File: config.mk
export PLATFORM = sky130hd
export DESIGN_NAME = cwc_sat_add
export DESIGN_NICKNAME = d
export VERILOG_FILES = /design/src/rtl/core/cwc_pkg.sv /design/src/rtl/core/cwc_sat_add.sv
export SDC_FILE = /design/constraint.sdc
export NUM_CORES = 1
export LEC_CHECK = 0
export BUFFER_PORTS_ARGS = -buffer_cell sky130_fd_sc_hd__buf_4
export CORE_AREA = 2 2 122 89
export DETAILED_ROUTE_END_ITERATION = 10
export DIE_AREA = 0 0 124 91
export PLACE_DENSITY = 0.8
export SYNTH_ARGS = -nofsm -noshare
export SYNTH_HDL_FRONTEND = slang
export SYNTH_SLANG_ARGS = --single-unit
File: constraint.sdc
create_clock -name vclk -period 5.4
set_input_delay 1.35 -clock vclk [all_inputs]
set_output_delay 1.35 -clock vclk [all_outputs]
set_load 0.02 [all_outputs]
File: src/rtl/core/cwc_pkg.sv
// ----------------------------------------------------------------------------
// Coin-change way counter: shared package
// Widths, reset values, sequencer states and the control structures that
// pass between the sequencer and the datapath.
// ----------------------------------------------------------------------------
package cwc_pkg;

	// Field and register widths.
	localparam int AMT_W      = 10;
	localparam int COIN_W     = 10;
	localparam int COIN_REGS  = 8;
	localparam int COIN_IDX_W = 3;
	localparam int WAYS_W     = 63;

	// Counts saturate at the largest value that the result field holds.
	localparam logic [WAYS_W-1:0] WAYS_LIMIT = '1;

	// Default sizing of the top level.
	localparam int DEF_NUM_COINS  = 8;
	localparam int DEF_MAX_AMOUNT = 1023;

	// Reset values of the coin registers, register 7 first.
	localparam logic [COIN_REGS-1:0][COIN_W-1:0] COIN_RESET = {
		10'd200, 10'd100, 10'd50, 10'd20, 10'd10, 10'd5, 10'd2, 10'd1
	};

	// Sequencer states.
	typedef enum logic [2:0] {
		ST_IDLE,
		ST_CLEAR,
		ST_COIN,
		ST_SWEEP,
		ST_FETCH,
		ST_RESULT
	} seq_state_t;

	// Table command from the sequencer.
	typedef struct packed {
		logic rd_en;
		logic wr_en;
		logic wr_sum;
		logic wr_one;
	} tbl_cmd_t;

	// Query status from the sequencer.
	typedef struct packed {
		logic busy;
		logic done;
		logic oor;
	} seq_stat_t;

endpackage

File: src/rtl/core/cwc_sat_add.sv
// ----------------------------------------------------------------------------
// Coin-change way counter: saturating adder
// The one adder of the table datapath. It adds two table entries and clamps
// the sum at the count limit, flagging every sum that reaches the limit.
// ----------------------------------------------------------------------------
module cwc_sat_add (
	input  logic [cwc_pkg::WAYS_W-1:0] a,
	input  logic [cwc_pkg::WAYS_W-1:0] b,
	output logic [cwc_pkg::WAYS_W-1:0] sum,
	output logic                       sat
);

	logic [cwc_pkg::WAYS_W:0] raw;

	// Both operands are at most the limit, so the wide sum never wraps.
	always_comb begin
		raw = {1'b0, a} + {1'b0, b};
		sat = (raw >= {1'b0, cwc_pkg::WAYS_LIMIT});
		sum = sat ? cwc_pkg::WAYS_LIMIT : raw[cwc_pkg::WAYS_W-1:0];
	end

endmodule

==> impl_metrics.py, run 1 <==
metrics = {
    "placement": {
        "globalplace.congestion": 1.01,
        "portBuffers": 190,
        "dpl_worst_slack_ps": -751,
        "dp.cells": 1282,
        "post-dp-hpwl_um": 19000,
    },
    "floorplanning": {
        "start_util_pct": 46.2,
        "die-width_um": 124,
        "die_h_um": 91,
        "rows": 31,
        "ios": 190,
    },
    "yosys": {
        "avgSynthCellArea_sq_um": 6.45,
        "synth_area_leader_cell": "ha_1",
        "yosys_warnings": 0,
        "syn_inst": 722,
        "syn_area_sq_um": 4660,
        "synth_top_cell_area_share_pct": 16.9,
        "ys_types": 70,
        "ys_seq_area_share_pct": 0,
        "syn-num-nets": 912,
        "ys_top_cells_by_area": "ha_1, nand2_1, a21oi_1",
    },
    "outcome": {
        "stop_error": "[ERROR DPL-0038] Utilization greater than 100%, impossible to legalize",
        "status": "aborted with a tool error",
        "lastStage": "5_1_grt",
    },
    "timing": {
        "postGrtWorstEndpoint": "sat",
        "worst_path_end_type": "output port",
    },
    "grt": {
        "grt_max_degree": 18,
    },
}
## cell families after synthesis
kind of cell / after synthesis / synth area share, %
AND/OR/NAND/NOR: 301 / 31.4
AO/OA/AOI/OAI: 255 / 35.9
adder cells (fa/ha/maj): 64 / 17.4
XOR/XNOR: 52 / 9.78
buffers and inverters: 49 / 5.32
multiplexers: 1 / 0.215
## stage by stage
step	TNS (ps)	instance area (sq um)
floorplan	0	4670
global placement	-38930	8130
detailed placement	-40960	8130
CTS	-10950	8780
## what timing repair did
action                     4_1_cts
gates cloned                     1
buffers inserted                27
hold endpoints to repair         0
hold buffers                     0
setup endpoints to repair       64
resized for setup               72
pin swaps                       46
## cells in the mapped netlist (2+ instances only)
| cell | instances |
|---|---|
| nand2_1 | 114 |
| a21oi_1 | 83 |
| ha_1 | 63 |
| nor2_1 | 55 |
| o21ai_0 | 52 |
| nand2b_1 | 29 |
| xnor2_1 | 29 |
| a21o_1 | 26 |
| nand4_1 | 26 |
| xor2_1 | 23 |
| nand3_1 | 18 |
| nor3_1 | 17 |
| inv_1 | 16 |
| buf_2 | 14 |
| o21bai_1 | 13 |
| clkbuf_1 | 11 |
| or3_1 | 11 |
| o21a_1 | 10 |
| a31oi_1 | 9 |
| o21ai_1 | 8 |
| nor4_1 | 6 |
| o211ai_1 | 6 |
| buf_6 | 5 |
| a211oi_1 | 4 |
| a221o_1 | 4 |
| and3_1 | 4 |
| o31ai_1 | 4 |
| a211o_1 | 3 |
| a211oi_2 | 3 |
| and4_1 | 3 |
| o221ai_1 | 3 |
| or2_2 | 3 |
| a21boi_0 | 2 |
| a31o_2 | 2 |
| and2_1 | 2 |
| and3b_1 | 2 |
| buf_4 | 2 |
| nor2b_1 | 2 |
| nor4_2 | 2 |
| o311ai_0 | 2 |
| o31a_1 | 2 |
==> run 2: changes to the inputs <==
- CORE_AREA: 2 2 122 89 -> 2 2 111 113
- DIE_AREA: 0 0 124 91 -> 0 0 113 115
- PLACE_DENSITY: 0.8 -> default
- PLACE_DENSITY_LB_ADDON: default -> 0.15
- clock period: 5.4 -> 7.02 ns (I/O delays scaled with it)
==> impl_metrics.py, run 2 <==
metrics = {
    "placement": {
        "globalplace.congestion": 0.945,
        "post-dp-hpwl_um": 16300,
        "portBuffers": 190,
        "dp.cells": 1078,
        "dpl_worst_slack_ps": -253,
        "place_area_sq_um": 6470,
    },
    "floorplanning": {
        "die-width_um": 113,
        "start_util_pct": 39.4,
        "die_h_um": 115,
        "ios": 190,
        "rows": 40,
        "fp.dieArea_sq_um": 13000,
        "core_sq_um": 11800,
    },
    "critical_path": {
        "crit_slowest_cell": "or3_4",
        "end_kind": "output port",
        "path_cells": "buf_4 -> ha_2 -> nand2_1 -> o211ai_1 -> a41oi_2 -> a21oi_1 -> o31ai_1 -> buf_4 -> o21a_1 -> xor2_1 -> or3_4 -> nor4_4 -> nor4b_4 -> nand4_1 -> nand2_1 -> buf_4",
        "startpoint_type": "primary input",
        "critical_path_arrival_ps": 5110,
        "cpMostUsedCell": "buf_4",
        "critical_path.max_stage_delay_ps": 410,
        "worstPathMaxFanout": 5,
        "required_ps": 5270,
        "worst-path-buf-inv": 3,
        "criticalPathCategory": "primary input to output port",
        "crit_family": "simple AND/OR/NAND/NOR gates",
    },
    "yosys": {
        "avgSynthCellArea_sq_um": 6.45,
        "ys_types": 70,
        "synthAdderAreaFrac_pct": 17.4,
        "yosys_warnings": 0,
        "synth_area_leader_cell": "ha_1",
        "synth_compound_area_share_pct": 35.9,
        "synth_simple_gate_area_share_pct": 31.4,
        "syn_area_sq_um": 4660,
        "synthMuxAreaShare_pct": 0.215,
        "synth_top_family_by_area": "compound AO/OA/AOI/OAI gates",
        "ys_top_cells_by_area": "ha_1, nand2_1, a21oi_1",
        "synth_top_cell_area_share_pct": 16.9,
        "synth_xor_area_share_pct": 9.78,
        "syn_inst": 722,
        "ys_seq_area_share_pct": 0,
        "ys_top_cells_by_count": "nand2_1, a21oi_1, ha_1",
        "syn-num-nets": 912,
        "yosysMostFrequentCell": "nand2_1",
    },
    "route": {
        "viasPerCell": 5.78,
        "drtIter0Drc": 454,
        "wire_per_inst_um": 17.1,
        "num_vias": 6268,
        "drcViolationCount": 11,
        "routed_wl_um": 18600,
        "route.antenna.remaining_nets": 0,
        "firstDrtPassIters": 8,
    },
    "timing": {
        "tightestPinTransition_ps": 693,
        "fin_ws_ps": 155,
        "setup_viol_count_final": 0,
        "finalHoldViolations": 0,
        "clock.fmax_mhz": 146,
        "hold_ws_ps": 3980,
        "period_needed_ps": 6860,
        "max_slew_margin_pct": 53.3,
        "slew_viol_final": 0,
        "setup_tns_ps": 0,
        "fin_crit_sh_pct": 97.8,
    },
    "hold_path": {
        "hp-start": "b[0]",
        "hold_depth": 4,
        "hold_path_end": "sum[0]",
        "worstHoldPathType": "primary input to output port",
    },
    "finish": {
        "regArea_sq_um": 0,
        "fin_area_sq_um": 6640,
        "final_cell_mix": "buf_4, nand2_1, a21oi_1",
        "drive_above_1_share_pct": 30.8,
        "fin_cells": 1085,
        "design.seq.count": 0,
        "final_common_cell": "buf_4",
        "area_growth_pct": 42.6,
        "fin_nets": 1130,
        "clkbuf_count": 0,
        "diodes": 0,
    },
    "power": {
        "p_leak_nw": 3.10,
        "vdd_drop_max_uv": 70.3,
        "pwr_density_cell_nw_per_um2": 125,
    },
    "grt": {
        "grt_usage_pct": 26.7,
        "grt_pass1_wl_um": 28900,
        "gr-usage-met1_pct": 35.8,
        "grt_max_degree": 17,
        "met3_usage_pct": 1.95,
        "overflow": 0,
        "antenna_found_initial": 0,
        "grt_pass1_vias": 5901,
        "grt.busiest_layer": "met2",
        "use_met2_pct": 46.0,
    },
    "outcome": {
        "violations": "design-rule violations",
        "status": "finished with violations",
    },
    "clock_tree": {
        "ctsHoldBuffers": 0,
    },
    "flow_run": {
        "max_cap_viol_count": 0,
    },
}
-- run 2: cell counts after synthesis --
Identical to the previous run, type by type.
-- run 2: cell type report --
class	instances	area (sq um)
Fill cell	1185	5170
Tap cell	147	184
Multi-Input combinational cell	673	4510
Timing Repair Buffer	249	1880
Inverter	16	60.1
-- run 2: worst max-delay path by stage --
stage | startpoint | endpoint | slack [ps] | depth (start not counted)
detailed placement | a[0] | sat | -250 | 17
CTS | a[13] | sat | 40 | 16
finish | b[7] | sat | 160 | 16
floorplan | a[0] | sat | 730 | 15
global route | a[0] | sat | -30 | 18
global placement | a[0] | sat | -220 | 17
-- run 2: logic make-up (layout without fill, tap and decap cells) --
family | after synthesis | after routing
fa+ha+maj | 64 | 64
xor+xnor | 52 | 52
buf+inv | 49 | 265
simple gates | 301 | 301
mux | 1 | 1
compound gates | 255 | 255
-- run 2: timing repair --
item,CTS,global route
pin swaps,1,8
resized for setup,4,17
setup endpoints to repair,1,57
endpoints found under the hold margin,0,0
setup buffers,1,6
-- run 2: layer usage --
layer / vias up / part of all wire [%]
li1: 3104 / -
met3: 45 / 7.1
met2: 272 / 46
met4: 0 / 3.6
met1: 2847 / 43
met5: - / 0
-- run 2: through the flow --
stage / util [%] / power [mW]
after floorplan: - / 0.488
after global placement: 54.8 / 0.803
after detailed placement: 54.8 / 0.802
after CTS: 55.0 / 0.808
after global routing: 56.2 / 0.900
final: 56.2 / 0.833
-- run 2: power by group --
group / switching, mW / total [mW] / internal (mW)
combinational: 0.477 / 0.833 / 0.356
clock: 0 / 0 / 0
sequential: 0 / 0 / 0
-- run 2: tightest hold or removal path: cells and delay by family --
kind,cells,cell delay (ps)
AND/OR/NAND/NOR,1,110
buffers and inverters,2,210
adder cells (fa/ha/maj),1,150
(Power assumes the default switching activity.)
