## config.mk

```make
export PLATFORM = sky130hd
export DESIGN_NAME = cwc_seq
export DESIGN_NICKNAME = d
export VERILOG_FILES = /design/src/rtl/core/cwc_pkg.sv /design/src/rtl/core/cwc_seq.sv
export SDC_FILE = /design/constraint.sdc
export NUM_CORES = 1
export LEC_CHECK = 0
export CAP_MARGIN = 20
export CORE_MARGIN = 8
export CORE_UTILIZATION = 35
export DETAILED_ROUTE_END_ITERATION = 16
export DONT_BUFFER_PORTS = 1
export HOLD_SLACK_MARGIN = 0.05
export PLACE_DENSITY = 0.6
export SLEW_MARGIN = 15
export SYNTH_ARGS = -nofsm -noshare
export SYNTH_HDL_FRONTEND = slang
export SYNTH_SLANG_ARGS = --single-unit
export TNS_END_PERCENT = 1
```

## constraint.sdc

```tcl
create_clock -name clk -period 3 [get_ports clk]
set_clock_uncertainty 0.05 [all_clocks]
set_input_delay 0.75 -clock clk [delete_from_list [all_inputs] [get_ports clk]]
set_output_delay 0.75 -clock clk [all_outputs]
set_load 0.01 [all_outputs]
```

## src/rtl/core/cwc_pkg.sv

```systemverilog
// ----------------------------------------------------------------------------
// Coin-change way counter: shared package
// Widths, reset values, sequencer states and the control structures that
// pass between the sequencer and the datapath.
// ----------------------------------------------------------------------------
package cwc_pkg;

	// Field and register widths.
	localparam int AMT_W      = 10;
	localparam int COIN_W     = 10;
	localparam int COIN_REGS  = 8;
	localparam int COIN_IDX_W = 3;
	localparam int WAYS_W     = 63;

	// Counts saturate at the largest value that the result field holds.
	localparam logic [WAYS_W-1:0] WAYS_LIMIT = '1;

	// Default sizing of the top level.
	localparam int DEF_NUM_COINS  = 8;
	localparam int DEF_MAX_AMOUNT = 1023;

	// Reset values of the coin registers, register 7 first.
	localparam logic [COIN_REGS-1:0][COIN_W-1:0] COIN_RESET = {
		10'd200, 10'd100, 10'd50, 10'd20, 10'd10, 10'd5, 10'd2, 10'd1
	};

	// Sequencer states.
	typedef enum logic [2:0] {
		ST_IDLE,
		ST_CLEAR,
		ST_COIN,
		ST_SWEEP,
		ST_FETCH,
		ST_RESULT
	} seq_state_t;

	// Table command from the sequencer.
	typedef struct packed {
		logic rd_en;
		logic wr_en;
		logic wr_sum;
		logic wr_one;
	} tbl_cmd_t;

	// Query status from the sequencer.
	typedef struct packed {
		logic busy;
		logic done;
		logic oor;
	} seq_stat_t;

endpackage

```

## src/rtl/core/cwc_seq.sv

```systemverilog
// ----------------------------------------------------------------------------
// Coin-change way counter: sequencer
// Steps one query through the table: a clearing pass, one sweep per coin
// with a one-deep read/add/write pipeline, and a final fetch of the answer.
// ----------------------------------------------------------------------------
module cwc_seq #(
	parameter int NUM_COINS  = cwc_pkg::DEF_NUM_COINS,
	parameter int MAX_AMOUNT = cwc_pkg::DEF_MAX_AMOUNT,
	parameter int AW         = $clog2(cwc_pkg::DEF_MAX_AMOUNT + 1)
) (
	input  logic                                                clk,
	input  logic                                                arst_n,
	input  logic                                                start,
	input  logic [cwc_pkg::AMT_W-1:0]                           amount,
	input  logic [cwc_pkg::COIN_REGS-1:0][cwc_pkg::COIN_W-1:0]  coins,
	output cwc_pkg::tbl_cmd_t                                   cmd,
	output logic [AW-1:0]                                       rd_addr_a,
	output logic [AW-1:0]                                       rd_addr_b,
	output logic [AW-1:0]                                       wr_addr,
	output cwc_pkg::seq_stat_t                                  stat
);

	localparam int KW = $clog2(NUM_COINS + 1);

	cwc_pkg::seq_state_t state_q, state_d;

	logic [AW-1:0]                     amt_q;
	logic [AW-1:0]                     s_q;
	logic [AW-1:0]                     b_q;
	logic [KW-1:0]                     k_q;
	logic                              oor_q;
	logic                              v_s1;
	logic [AW-1:0]                     waddr_s1;
	logic [cwc_pkg::COIN_IDX_W-1:0]    coin_idx;
	logic [cwc_pkg::COIN_W-1:0]        coin_val;
	logic                              coin_skip;
	logic                              last_coin;
	logic                              at_end;
	logic                              oor_in;

	// Coin selection and loop-end tests.
	always_comb begin
		coin_idx  = cwc_pkg::COIN_IDX_W'(k_q);
		coin_val  = coins[coin_idx];
		coin_skip = (coin_val == '0) || (32'(coin_val) > 32'(amt_q));
		last_coin = (32'(k_q) == 32'(NUM_COINS));
		at_end    = (s_q == amt_q);
		oor_in    = (32'(amount) > 32'(MAX_AMOUNT));
	end

	// Next state.
	always_comb begin
		state_d = state_q;
		case (state_q)
			cwc_pkg::ST_IDLE: begin
				if (start) begin
					state_d = oor_in ? cwc_pkg::ST_RESULT : cwc_pkg::ST_CLEAR;
				end
			end
			cwc_pkg::ST_CLEAR: begin
				if (at_end) begin
					state_d = cwc_pkg::ST_COIN;
				end
			end
			cwc_pkg::ST_COIN: begin
				if (last_coin) begin
					state_d = cwc_pkg::ST_FETCH;
				end else if (!coin_skip) begin
					state_d = cwc_pkg::ST_SWEEP;
				end
			end
			cwc_pkg::ST_SWEEP: begin
				if (at_end) begin
					state_d = cwc_pkg::ST_COIN;
				end
			end
			cwc_pkg::ST_FETCH:  state_d = cwc_pkg::ST_RESULT;
			cwc_pkg::ST_RESULT: state_d = cwc_pkg::ST_IDLE;
			default:            state_d = cwc_pkg::ST_IDLE;
		endcase
	end

	// Outputs: table command, addresses and status.
	always_comb begin
		cmd       = '0;
		rd_addr_a = s_q;
		rd_addr_b = b_q;
		wr_addr   = waddr_s1;
		stat.busy = (state_q != cwc_pkg::ST_IDLE);
		stat.done = 1'b0;
		stat.oor  = oor_q;
		case (state_q)
			cwc_pkg::ST_CLEAR: begin
				cmd.wr_en  = 1'b1;
				cmd.wr_one = (s_q == '0);
				wr_addr    = s_q;
			end
			cwc_pkg::ST_SWEEP: begin
				cmd.rd_en = 1'b1;
			end
			cwc_pkg::ST_FETCH: begin
				cmd.rd_en = 1'b1;
				rd_addr_a = amt_q;
			end
			cwc_pkg::ST_RESULT: begin
				stat.done = 1'b1;
			end
			default: begin
			end
		endcase
		// The sweep write lands in the cycle after its reads.
		if (v_s1) begin
			cmd.wr_en  = 1'b1;
			cmd.wr_sum = 1'b1;
		end
	end

	// State and pipeline valid.
	always_ff @(posedge clk or negedge arst_n) begin
		if (!arst_n) begin
			state_q <= cwc_pkg::ST_IDLE;
			v_s1    <= 1'b0;
			k_q     <= '0;
			oor_q   <= 1'b0;
		end else begin
			state_q <= state_d;
			v_s1    <= (state_q == cwc_pkg::ST_SWEEP);
			if ((state_q == cwc_pkg::ST_IDLE) && start) begin
				k_q   <= '0;
				oor_q <= oor_in;
			end else if ((state_q == cwc_pkg::ST_COIN) && !last_coin) begin
				k_q <= k_q + 1'b1;
			end
		end
	end

	// Sweep counters: s runs over the target entry, b lags it by the coin.
	always_ff @(posedge clk) begin
		waddr_s1 <= s_q;
		case (state_q)
			cwc_pkg::ST_IDLE: begin
				if (start) begin
					amt_q <= AW'(amount);
					s_q   <= '0;
				end
			end
			cwc_pkg::ST_CLEAR: begin
				s_q <= s_q + 1'b1;
			end
			cwc_pkg::ST_COIN: begin
				s_q <= AW'(coin_val);
				b_q <= '0;
			end
			cwc_pkg::ST_SWEEP: begin
				s_q <= s_q + 1'b1;
				b_q <= b_q + 1'b1;
			end
			default: begin
			end
		endcase
	end

`ifndef SYNTH
	// Every table write stays inside the range of the current query.
	assert property (@(posedge clk) disable iff (!arst_n)
		cmd.wr_en |-> (wr_addr <= amt_q))
		else $error("table write beyond query amount");

	// During a sweep the source entry lies strictly below the target entry.
	assert property (@(posedge clk) disable iff (!arst_n)
		(state_q == cwc_pkg::ST_SWEEP) |-> (rd_addr_b < rd_addr_a))
		else $error("sweep source does not lag target");

	// A result transfer ends the query.
	assert property (@(posedge clk) disable iff (!arst_n)
		stat.done |=> !stat.busy)
		else $error("sequencer still busy after result");
`endif

endmodule

```

* After elaboration in Yosys (flattened, before gate mapping)
Cells that the tools add are included.
** Word-level totals
- Output and inout bits :: 37
- Register bits after elaboration :: 48
- Input port bits :: 93
** Operators by class
- $lt $le $gt $ge :: 2
- Reductions and logical operators :: 16
- Mux-type cells :: 19
- Equal/unequal tests :: 10
- Add/sub/neg operators :: 3
** Operator list (count)
- 10-bit two-way mux :: 4
- 10-bit binary-select mux with 3-bit select :: 1
- 10-bit case mux with 3 select lines :: 1
- 10-bit by 1-bit adder with 10-bit output, second input constant :: 2
- 10-bit zero test :: 2
- 10-bit case mux with 2 select lines :: 1
- 3-bit two-way mux :: 4
- 3-bit case mux with 4 select lines :: 1
- 10-bit == test :: 1
- 10-bit > comparator :: 1
- 4-bit two-way mux :: 2
- 3-bit by 2-bit == test with 1-bit output, second input constant :: 2
- 3-bit == test, second input constant :: 2
- 3-bit nonzero test :: 2
- 4-bit by 1-bit adder with 4-bit output, second input constant :: 1
- 4-bit == test, second input constant :: 1
- 3-bit by 4-bit less-than comparator with 1-bit output, second input constant :: 1
- 1-bit two-way mux :: 4
- 2-bit AND reduction :: 2
- 2-bit nonzero test :: 2
- 2-bit OR reduction :: 2
- 3-bit by 1-bit == test with 1-bit output, second input constant :: 1
- 3-bit zero test :: 1
- 3-bit != test, second input constant :: 1
- 7 further kinds :: 8

* Depth between registers and ports, before layout
Gate-level depths: netlist (run 1).
- Depth in word-level cells :: 7
- Depth in mapped cells :: 10
- Mapped depth without buffers :: 9

* Worst setup path before layout (run 1)
Ideal clock, no wire load.
- Path kind :: flip-flop to flip-flop
- From :: reg k_q[0]
- To :: reg state_q[0]
- Library setup time :: 0.067 ns
- Data arrival time :: 2.601 ns
- Data required time :: 2.883 ns
- Slack :: 0.282 ns
- Stages on the path, launching flop included :: 11
- Path buffers :: 1
- Path through :: dfrtp_1 -> buf_2 -> mux4_2 -> nand2_1 -> nand2_1 -> ha_1 -> a21o_1 -> a21o_1 -> a221o_1 -> o21ai_0 -> and3_1
** On the way
- Word-level cells in the longest chain between the ends :: 6
- Elaborated cells on any way between the ends :: 10
- Those cells by class :: 1 x order compare; 2 x eq/ne; 4 x mux; 3 x reduce/logical
** RTL lines
- from (decl) :: line cwc_seq.sv:30 : logic [KW-1:0] k_q;
- from (signal assigned) :: line cwc_seq.sv:132 : k_q <= k_q + 1'b1;
- 10-bit binary-select mux with 3-bit select :: line cwc_seq.sv:44 : coin_val = coins[coin_idx];
- 10-bit two-way mux (implied by the code) :: line cwc_seq.sv:44
- 10-bit > comparator or 10-bit zero test (tied branches) :: line cwc_seq.sv:45 : coin_skip = (coin_val == '0) || (32'(coin_val) > 32'(amt_q));
- 1-bit logical OR :: line cwc_seq.sv:45
- 3-bit != test (no line)
- 3-bit AND reduction (no line)
- to (signal assigned) :: line cwc_seq.sv:121 : state_q <= cwc_pkg::ST_IDLE;
- to (signal assigned) :: line cwc_seq.sv:126 : state_q <= state_d;
- to (decl) :: line cwc_seq.sv:25 : cwc_pkg::seq_state_t state_q, state_d;
Several ways; a longest one is shown, not always the timed one. The select of a mux whose other input is x is not followed.
A chain may end at the register's enable or synchronous reset.

==> impl_metrics.ini, run 1 <==
[run]
drv_cap = 0

[power]
seq_power_share_pct = 33.0
leakagePower_uw = 0.00143
swShare_pct = 42.2
intPower_uw = 2270
p_comb_share_pct = 54.8
vdd_drop_max_mv = 0.443
p_clk_share_pct = 12.2
cellPowerDensity_mw_per_mm2 = 1100
p_switching_uw = 1660

[detailed_routing]
wl_mm = 9.03
drc = 0
vias_per_cell = 5.61
ant_nets = 0
wl_per_cell_um = 21.4
vias = 2368
drt_first_pass_iters = 4
first_iter_violations = 240

[critical_path]
arrival_ns = 1.97
end_kind = output port
critPathKind = reg2out
crit_required_ns = 2.20
crit_fanout = 3
cp-start-kind = register

[finish]
area_growth_pct = 8.70
stdcell_count = 422
finalInstanceArea_mm2 = 0.00358
diodes = 0
fin_nets = 418
drive_gt1_share_pct = 19.6

[timing]
tightest_slew_ns = 0.919
relSlewSlack_pct = 38.7
finalSetupTns_ns = 0
hold_viol = 0
fmax_mhz = 362
timing.final.ws_setup_ns = 0.235
fin_crit_sh_pct = 92.2
slew_viol_final = 0
final-setup-viol-count = 0
rsz0062_at_grt = false
period_minus_slack_ns = 2.77

[place]
dpl.cell_count = 412
post_dp_cell_area_mm2 = 0.00345
portBuffers = 0
hpwl_mm = 7.42
place_congestion = 0.884
dpl_worst_slack_ns = 0.187

[clock_network]
insertion_delay_ns = 0.30
cts_repair_resize_count = 0
clk_pin_slew_ns = 0.10
cts_tree = yes
cts.sinks = 48
post_cts_buffers = 0
cts_buffers = 5
cts-hold-fix-buffers = 0
clk_path_buf_depth = 2
root_buffer = clkbuf_8
htreeDepth = 2

[synthesis]
synth_seq_cells = 48
synth-seq-area-share_pct = 39.5
ys.flop_type = edfxtp_1
avgSynthCellArea_um2 = 10.7
syn_area_mm2 = 0.00329
synth_edf_count = 30
synth_fp_nets = 416
yosysWarnings = 0
synth-async-reset-ratio_pct = 16.7
yosysUniqueCellTypes = 43
synth_cells = 308

[global_route]
grt_overflow = 0
track_usage_pct = 14.2
grt_max_degree = 24
antenna_found_initial = 0
grt_pass1_wl_mm = 14.3
grt_pass1_vias = 2528

[min_path]
hp-class = in2async

[floorplanning]
fp-row-count = 35
die-area_mm2 = 0.0128
chipWidth_um = 113
initial_utilization_pct = 35.8
core_mm2 = 0.00920
io_pins = 130
dieHeight_um = 113

[run_status]
status = completed
==> layout make-up <==
class / count / area (um2)
Timing Repair Buffer: 15 / 125
Multi-Input combinational cell: 220 / 1820
Tap cell: 111 / 139
Clock buffer: 5 / 68.8
Clock inverter: 3 / 47.5
Inverter: 20 / 75.1
Fill cell: 874 / 5620
Sequential cell: 48 / 1300
==> registers in the layout, indices dropped and copies added (netlist names) <==
register / count
state_q: 3
waddr_s1: 10
k_q: 4
v_s1: 1
amt_q: 10
s_q: 10
rd_addr_b: 10
==> worst paths after layout <==
path / startpoint / endpoint / slack, ns / cells past startpoint
max: s_q[0] / cmd[0] / 0.23 / 5
min in group clk: s_q[0] / waddr_s1[0] / 0.48 / 1
max in group asynchronous: arst_n / k_q[2] / 2.75 / 0
max reg2reg: k_q[0] / state_q[0] / 0.26 / 9
min: arst_n / v_s1 / 0.08 / 0
min reg2reg: s_q[0] / waddr_s1[0] / 0.48 / 1
==> worst max-delay path, stage by stage, from the launching register on <==
cell and delay (ns):
edfxtp_1 0.43, inv_1 0.10, ha_1 0.14, or4b_2 0.59
nor4_1 0.25, buf_4 0.17
==> power groups by stage <==
stage	sequential [uW]	combinational (uW)	clock [uW]
after global routing	1340	2410	514
after CTS	1310	2160	493
after global placement	1310	2120	0
after floorplan	1200	1710	0
final	1290	2150	479
after detailed placement	1320	2140	0
==> cell usage after synthesis, types with 3 or more instances <==
library cell	count	share of area, %
nand3_1	7	1.1
inv_1	20	2.3
nand2_1	28	3.2
dfxtp_1	10	6.1
dfrtp_1	8	6.1
clkbuf_1	13	1.5
nor4_1	3	0.57
and3_1	5	0.95
mux2_2	16	5.5
buf_2	3	0.46
or3_1	3	0.57
edfxtp_1	30	27
nor2_1	30	3.4
ha_1	15	5.7
xnor2_1	17	4.5
nor3_1	4	0.61
a22oi_1	9	2.1
a21oi_1	7	1.1
a21o_1	4	0.91
xor2_1	10	2.7
mux4_2	18	12
o21ai_0	15	2.3
nand4_1	7	1.3
==> layer usage <==
layer / vias to the layer above / routed length [um] / global-route usage, %
li1: 1127 / - / -
met1: 1101 / 3880 / 17.3
met2: 136 / 4180 / 23.2
met3: 4 / 893 / 5.27
met4: 0 / 78 / 3.64
met5: - / 0 / 0
==> per-stage QoR <==
stage | utilization, % | power (uW) | hold WS [ns]
floorplan | - | 2910 | 0.296
global route | 38.9 | 4260 | 0.0615
finish | 38.9 | 3920 | 0.0824
CTS | 38.8 | 3960 | 0.0702
global placement | 37.5 | 3430 | 0.405
detailed placement | 37.5 | 3460 | 0.405
==> logic make-up after synthesis <==
group | synth area share [%]
flops | 39.5
simple gates | 14.4
mux | 20.4
other cells | 0.114
fa+ha+maj | 5.70
xor+xnor | 7.18
compound gates | 7.48
buf+inv | 5.13
==> layout by cell type, fill, tap and decap left out, types with 7 or more instances in the layout <==
| cell type | n |
|---|---|
| nor2_1 | 30 |
| mux4_2 | 18 |
| nand2_1 | 28 |
| dfxtp_1 | 10 |
| ha_1 | 15 |
| inv_1 | 20 |
| a21oi_1 | 7 |
| buf_4 | 14 |
| xor2_1 | 10 |
| dfrtp_1 | 8 |
| xnor2_1 | 17 |
| nand3_1 | 7 |
| edfxtp_1 | 30 |
| a22oi_1 | 9 |
| nand4_1 | 7 |
| mux2_2 | 16 |
| o21ai_0 | 15 |
Power figures use the tool's default switching activity.
==> run 2: changes to the inputs <==
--- a/config.mk
+++ b/config.mk
@@ -11,7 +11,7 @@
 export DETAILED_ROUTE_END_ITERATION = 16
 export DONT_BUFFER_PORTS = 1
 export HOLD_SLACK_MARGIN = 0.05
-export PLACE_DENSITY = 0.6
+export PLACE_DENSITY_LB_ADDON = 0.15
 export SLEW_MARGIN = 15
 export SYNTH_ARGS = -nofsm -noshare
 export SYNTH_HDL_FRONTEND = slang
==> impl_metrics.ini, run 2 (synthesis gave the netlist of run 1 again) <==
[timing]
fin_crit_sh_pct = 93.5
rsz0062_at_grt = false
final-setup-viol-count = 0
period_minus_slack_ns = 2.81
tightest_slew_ns = 0.616
hold_viol = 0
timing.final.ws_setup_ns = 0.194
relSlewSlack_pct = 58.8
fmax_mhz = 356
slew_viol_final = 0
finalSetupTns_ns = 0

[clock_network]
cts_tree = yes
cts.sinks = 48
clk_pin_slew_ns = 0.10
cts-hold-fix-buffers = 0
htreeDepth = 2
post_cts_buffers = 0
cts_repair_resize_count = 0
clk_path_buf_depth = 2
root_buffer = clkbuf_8
insertion_delay_ns = 0.31
cts_buffers = 5

[place]
hpwl_mm = 7.50
place_congestion = 0.865
dpl_worst_slack_ns = 0.197
portBuffers = 0

[min_path]
hp-class = in2async

[floorplanning]
initial_utilization_pct = 35.8
die-area_mm2 = 0.0128
core_mm2 = 0.00920
io_pins = 130
chipWidth_um = 113
fp-row-count = 35
dieHeight_um = 113

[critical_path]
path_cells = inv_1 -> ha_1 -> or4b_2 -> nor4_1 -> buf_4
arrival_ns = 2.01
r2r_cells = 9
critPathKind = reg2out
crit_fanout = 2
rr_startpoint = k_q[0]
end_kind = output port
critPathSlowestCell = or4b_2
cp-start-kind = register
crit_required_ns = 2.20
cp-startpoint = s_q[0]
critical_path.top_delay_family = simple AND/OR/NAND/NOR gates
slowest_delay_ns = 0.57
crit_buf_inv = 2
crit_cells = 5

[detailed_routing]
met1_length_mm = 3.78
first_iter_violations = 125
wl_per_cell_um = 21.6
vias_per_cell = 5.62
top_layer = met4
drt_first_pass_iters = 4
vias = 2373
ant_nets = 0
dr_wl_met2_mm = 4.34
wl_mm = 9.10
wl_met3_um = 846
drc = 0

[finish]
area_growth_pct = 7.98
final_cell_mix = nor2_1 (30), edfxtp_1 (30), nand2_1 (28)
drive_gt1_share_pct = 19.9
diodes = 0
seqCellArea_mm2 = 0.00130
multi_input_area_mm2 = 0.00183
fillers = 887
fin_nets = 418

[global_route]
grt_overflow = 0
grt_pass1_wl_mm = 14.1
grt_pass1_vias = 2579
antenna_found_initial = 0
track_usage_pct = 14.2
grt_max_degree = 24

[power]
swShare_pct = 43.2
vdd_drop_max_mv = 0.366
intPower_uw = 2170
seq_power_share_pct = 33.7
cellPowerDensity_mw_per_mm2 = 1080
leakagePower_uw = 0.00143
totalPowerFinal_uw = 3830
p_clk_share_pct = 10.2
p_comb_share_pct = 56.1
p_switching_uw = 1650

[run_status]
status = completed

[run]
drv_cap = 0
==> run 2: per-stage QoR <==
step           cells  hold slack [ns]  util [%]  instance area, um2
6_report         422           0.0717      38.7                3560
3_5_place_dp     414            0.405      37.7                3470
4_1_cts          422           0.0598      38.7                3560
5_1_grt          422           0.0558      38.7                3560
3_3_place_gp     414            0.405      37.7                3470
2_1_floorplan    308            0.296         -                3290
==> run 2: final cells by class <==
type / count / share of cell area (%)
Clock buffer: 5 / 1.94
Clock inverter: 3 / 0.528
Inverter: 20 / 2.11
Multi-Input combinational cell: 220 / 51.4
Sequential cell: 48 / 36.6
Tap cell: 111 / 3.91
Timing Repair Buffer: 15 / 3.52
==> run 2: final timing paths <==
path | end | slack (ns)
setup / recovery | cmd[0] | 0.19
hold / removal | v_s1 | 0.07
setup reg to reg | state_q[0] | 0.27
hold reg to reg | waddr_s1[1] | 0.49
max in group asynchronous | k_q[1] | 2.75
min in group clk | amt_q[3] | 0.49
==> run 2: power by group through the flow <==
stage	Clock, uW	Sequential [uW]	Combinational, uW
finish	391	1290	2150
detailed placement	0	1310	2160
CTS	411	1290	2180
global placement	0	1310	2140
global route	429	1330	2390
floorplan	0	1200	1710
==> run 2: worst register-to-register path, cell delays in order, from the launching register on <==
cell and delay, ns:
dfrtp_1 0.38, buf_12 0.20, mux4_1 0.57, mux2_2 0.32, ha_1 0.20, a21o_1 0.16, a21o_1 0.17, a221o_1 0.33
o21ai_0 0.14, and3_1 0.16
==> run 2: routing by layer <==
metal	track usage, %	up-vias
met5	0	-
met1	16.3	1107
met4	4.17	0
met3	4.79	9
met2	24.3	132
li1	-	1125
==> run 3: changes to the inputs <==
==> constraint.sdc (replaced) <==
create_clock -name clk -period 2.6 [get_ports clk]
set_clock_uncertainty 0.05 [all_clocks]
set_input_delay 0.65 -clock clk [delete_from_list [all_inputs] [get_ports clk]]
set_output_delay 0.65 -clock clk [all_outputs]
set_load 0.01 [all_outputs]
==> impl_metrics.ini, run 3 (synthesis gave the netlist of run 1 again) <==
[global_route]
met2_usage_pct = 26.2
grt_pass1_wl_mm = 15.0
grt_overflow = 0
antenna_found_initial = 0
use_met1_pct = 17.1
grt_max_degree = 24
met3_usage_pct = 4.90
grt_pass1_vias = 2695
track_usage_pct = 14.9
top_usage_layer = met2

[run]
drv_cap = 0

[timing]
relSlewSlack_pct = 61.3
tightest_slew_ns = 0.579
fin_crit_sh_pct = 102
period_minus_slack_ns = 2.64
timing.final.ws_setup_ns = -0.0396
final-setup-viol-count = 1
rsz0062_at_grt = true
hold-worst-slack_ns = 0.386
slew_viol_final = 0
hold_viol = 0
fmax_mhz = 379

[floorplanning]
dieHeight_um = 113
io_pins = 130
chipWidth_um = 113
fp-row-count = 35
core_mm2 = 0.00920
die-area_mm2 = 0.0128
initial_utilization_pct = 35.8

[critical_path]
critPathSlowestCell = dfrtp_2
critical_path.top_delay_family = multiplexers
end_kind = register
rr_startpoint = k_q[0]
crit_fanout = 5
timing.rr.end = state_q[0]
crit_required_ns = 2.80
crit_buf_inv = 1
cp-start-kind = register
path_cells = buf_12 -> mux4_2 -> mux2_4 -> ha_4 -> a21o_1 -> a21o_1 -> a221o_1 -> o21ai_1 -> and3_1
ff2ff_setup_slack_ns = -0.04
critPathKind = reg2reg
slowest_delay_ns = 0.50
r2r_cells = 9
cpMostUsedCell = a21o_1
arrival_ns = 2.84

[place]
portBuffers = 0
place_congestion = 0.813
hpwl_mm = 7.68

[finish]
final_cell_mix = buf_4 (43), edfxtp_1 (30), nor2_1 (28)
layout_commonest_cell = buf_4
seqCellArea_mm2 = 0.00130
fillers = 879
drive_gt1_share_pct = 33.1
utilization_pct = 44.1
multi_input_area_mm2 = 0.00196
diodes = 0
area_growth_pct = 23.1
fin_nets = 454

[power]
cellPowerDensity_mw_per_mm2 = 1300
leakagePower_uw = 0.00164
vdd_drop_max_mv = 0.687

[min_path]
min_to = amt_q[2]
worstHoldStart = amount[2]
hp-class = in2reg
whs_path_depth = 0

[clock_network]
cts_tree = yes
insertion_delay_ns = 0.30
cts.sinks = 48
clk_pin_slew_ns = 0.09
cts_buffers = 5
clk_path_buf_depth = 2
htreeDepth = 2
root_buffer = clkbuf_8

[detailed_routing]
drt_first_pass_iters = 4
first_iter_violations = 131
wl_per_cell_um = 20.9
drc = 0
vias_per_cell = 5.43
vias = 2486
ant_nets = 0
wl_mm = 9.56

[run_status]
status = finished with violations
failed_checks = setup timing
## run 3: cell count changes in the layout (fill, tap and decap cells not counted), sizes merged
cell	previous run	this run
buf	15	49
bufinv	0	1
clkbuf	5	6
clkinv	3	2
clkinvlp	0	1
dlygate4sd3	0	1
inv	20	19
## run 3: repair_timing
item,4_1_cts,5_1_grt
hold buffers,1,0
cloned,2,0
pin swaps,5,8
setup endpoints to repair,7,10
endpoints found under the hold margin,8,0
gates resized for setup,20,12
buffers inserted,3,7
## run 3: how the worst max path moves through the flow
stage          startpoint          to  slack, ns  depth (start not counted)
2_1_floorplan   coins[16]  state_q[0]      0.003                          8
3_3_place_gp    coins[57]  state_q[0]      -0.08                          9
3_5_place_dp    coins[57]  state_q[0]      -0.12                          9
4_1_cts            k_q[0]  state_q[0]      -0.07                         10
5_1_grt            k_q[0]  state_q[0]      -0.14                          9
6_report           k_q[0]  state_q[0]      -0.04                          9
## run 3: stage by stage
stage                     instances  setup WS, ns  instance area (um2)  TNS (ns)  total power (uW)
final                           458       -0.0396                 4060   -0.0396              5290
after global placement          438       -0.0803                 3670   -0.0803              4310
after detailed placement        438        -0.123                 3670    -0.123              4340
after CTS                       452       -0.0699                 3960    -0.106              5230
after floorplan                 308       0.00327                 3300         0              3380
after global routing            458        -0.140                 4060    -0.333              5730
## run 3: per-layer routing
layer / vias to the layer above / wire (um)
met5: - / 0
li1: 1195 / -
met3: 6 / 784
met2: 120 / 4730
met1: 1165 / 3960
met4: 0 / 93
## run 3: cell type report
cell class                 instances  area share [%]
clock inverter                     3            1.05
sequential                        48            32.1
timing repair buffer              51            11.4
tap                              111            3.42
inverter                          20            1.94
clock buffer                       5            1.70
multi-input combinational        220            48.4
## run 3: power by group
group	total (uW)	leakage [uW]	switching, uW	internal (uW)
sequential	1480	0.000491	294	1180
combinational	3260	0.00109	1540	1710
clock	555	0.0000558	269	285
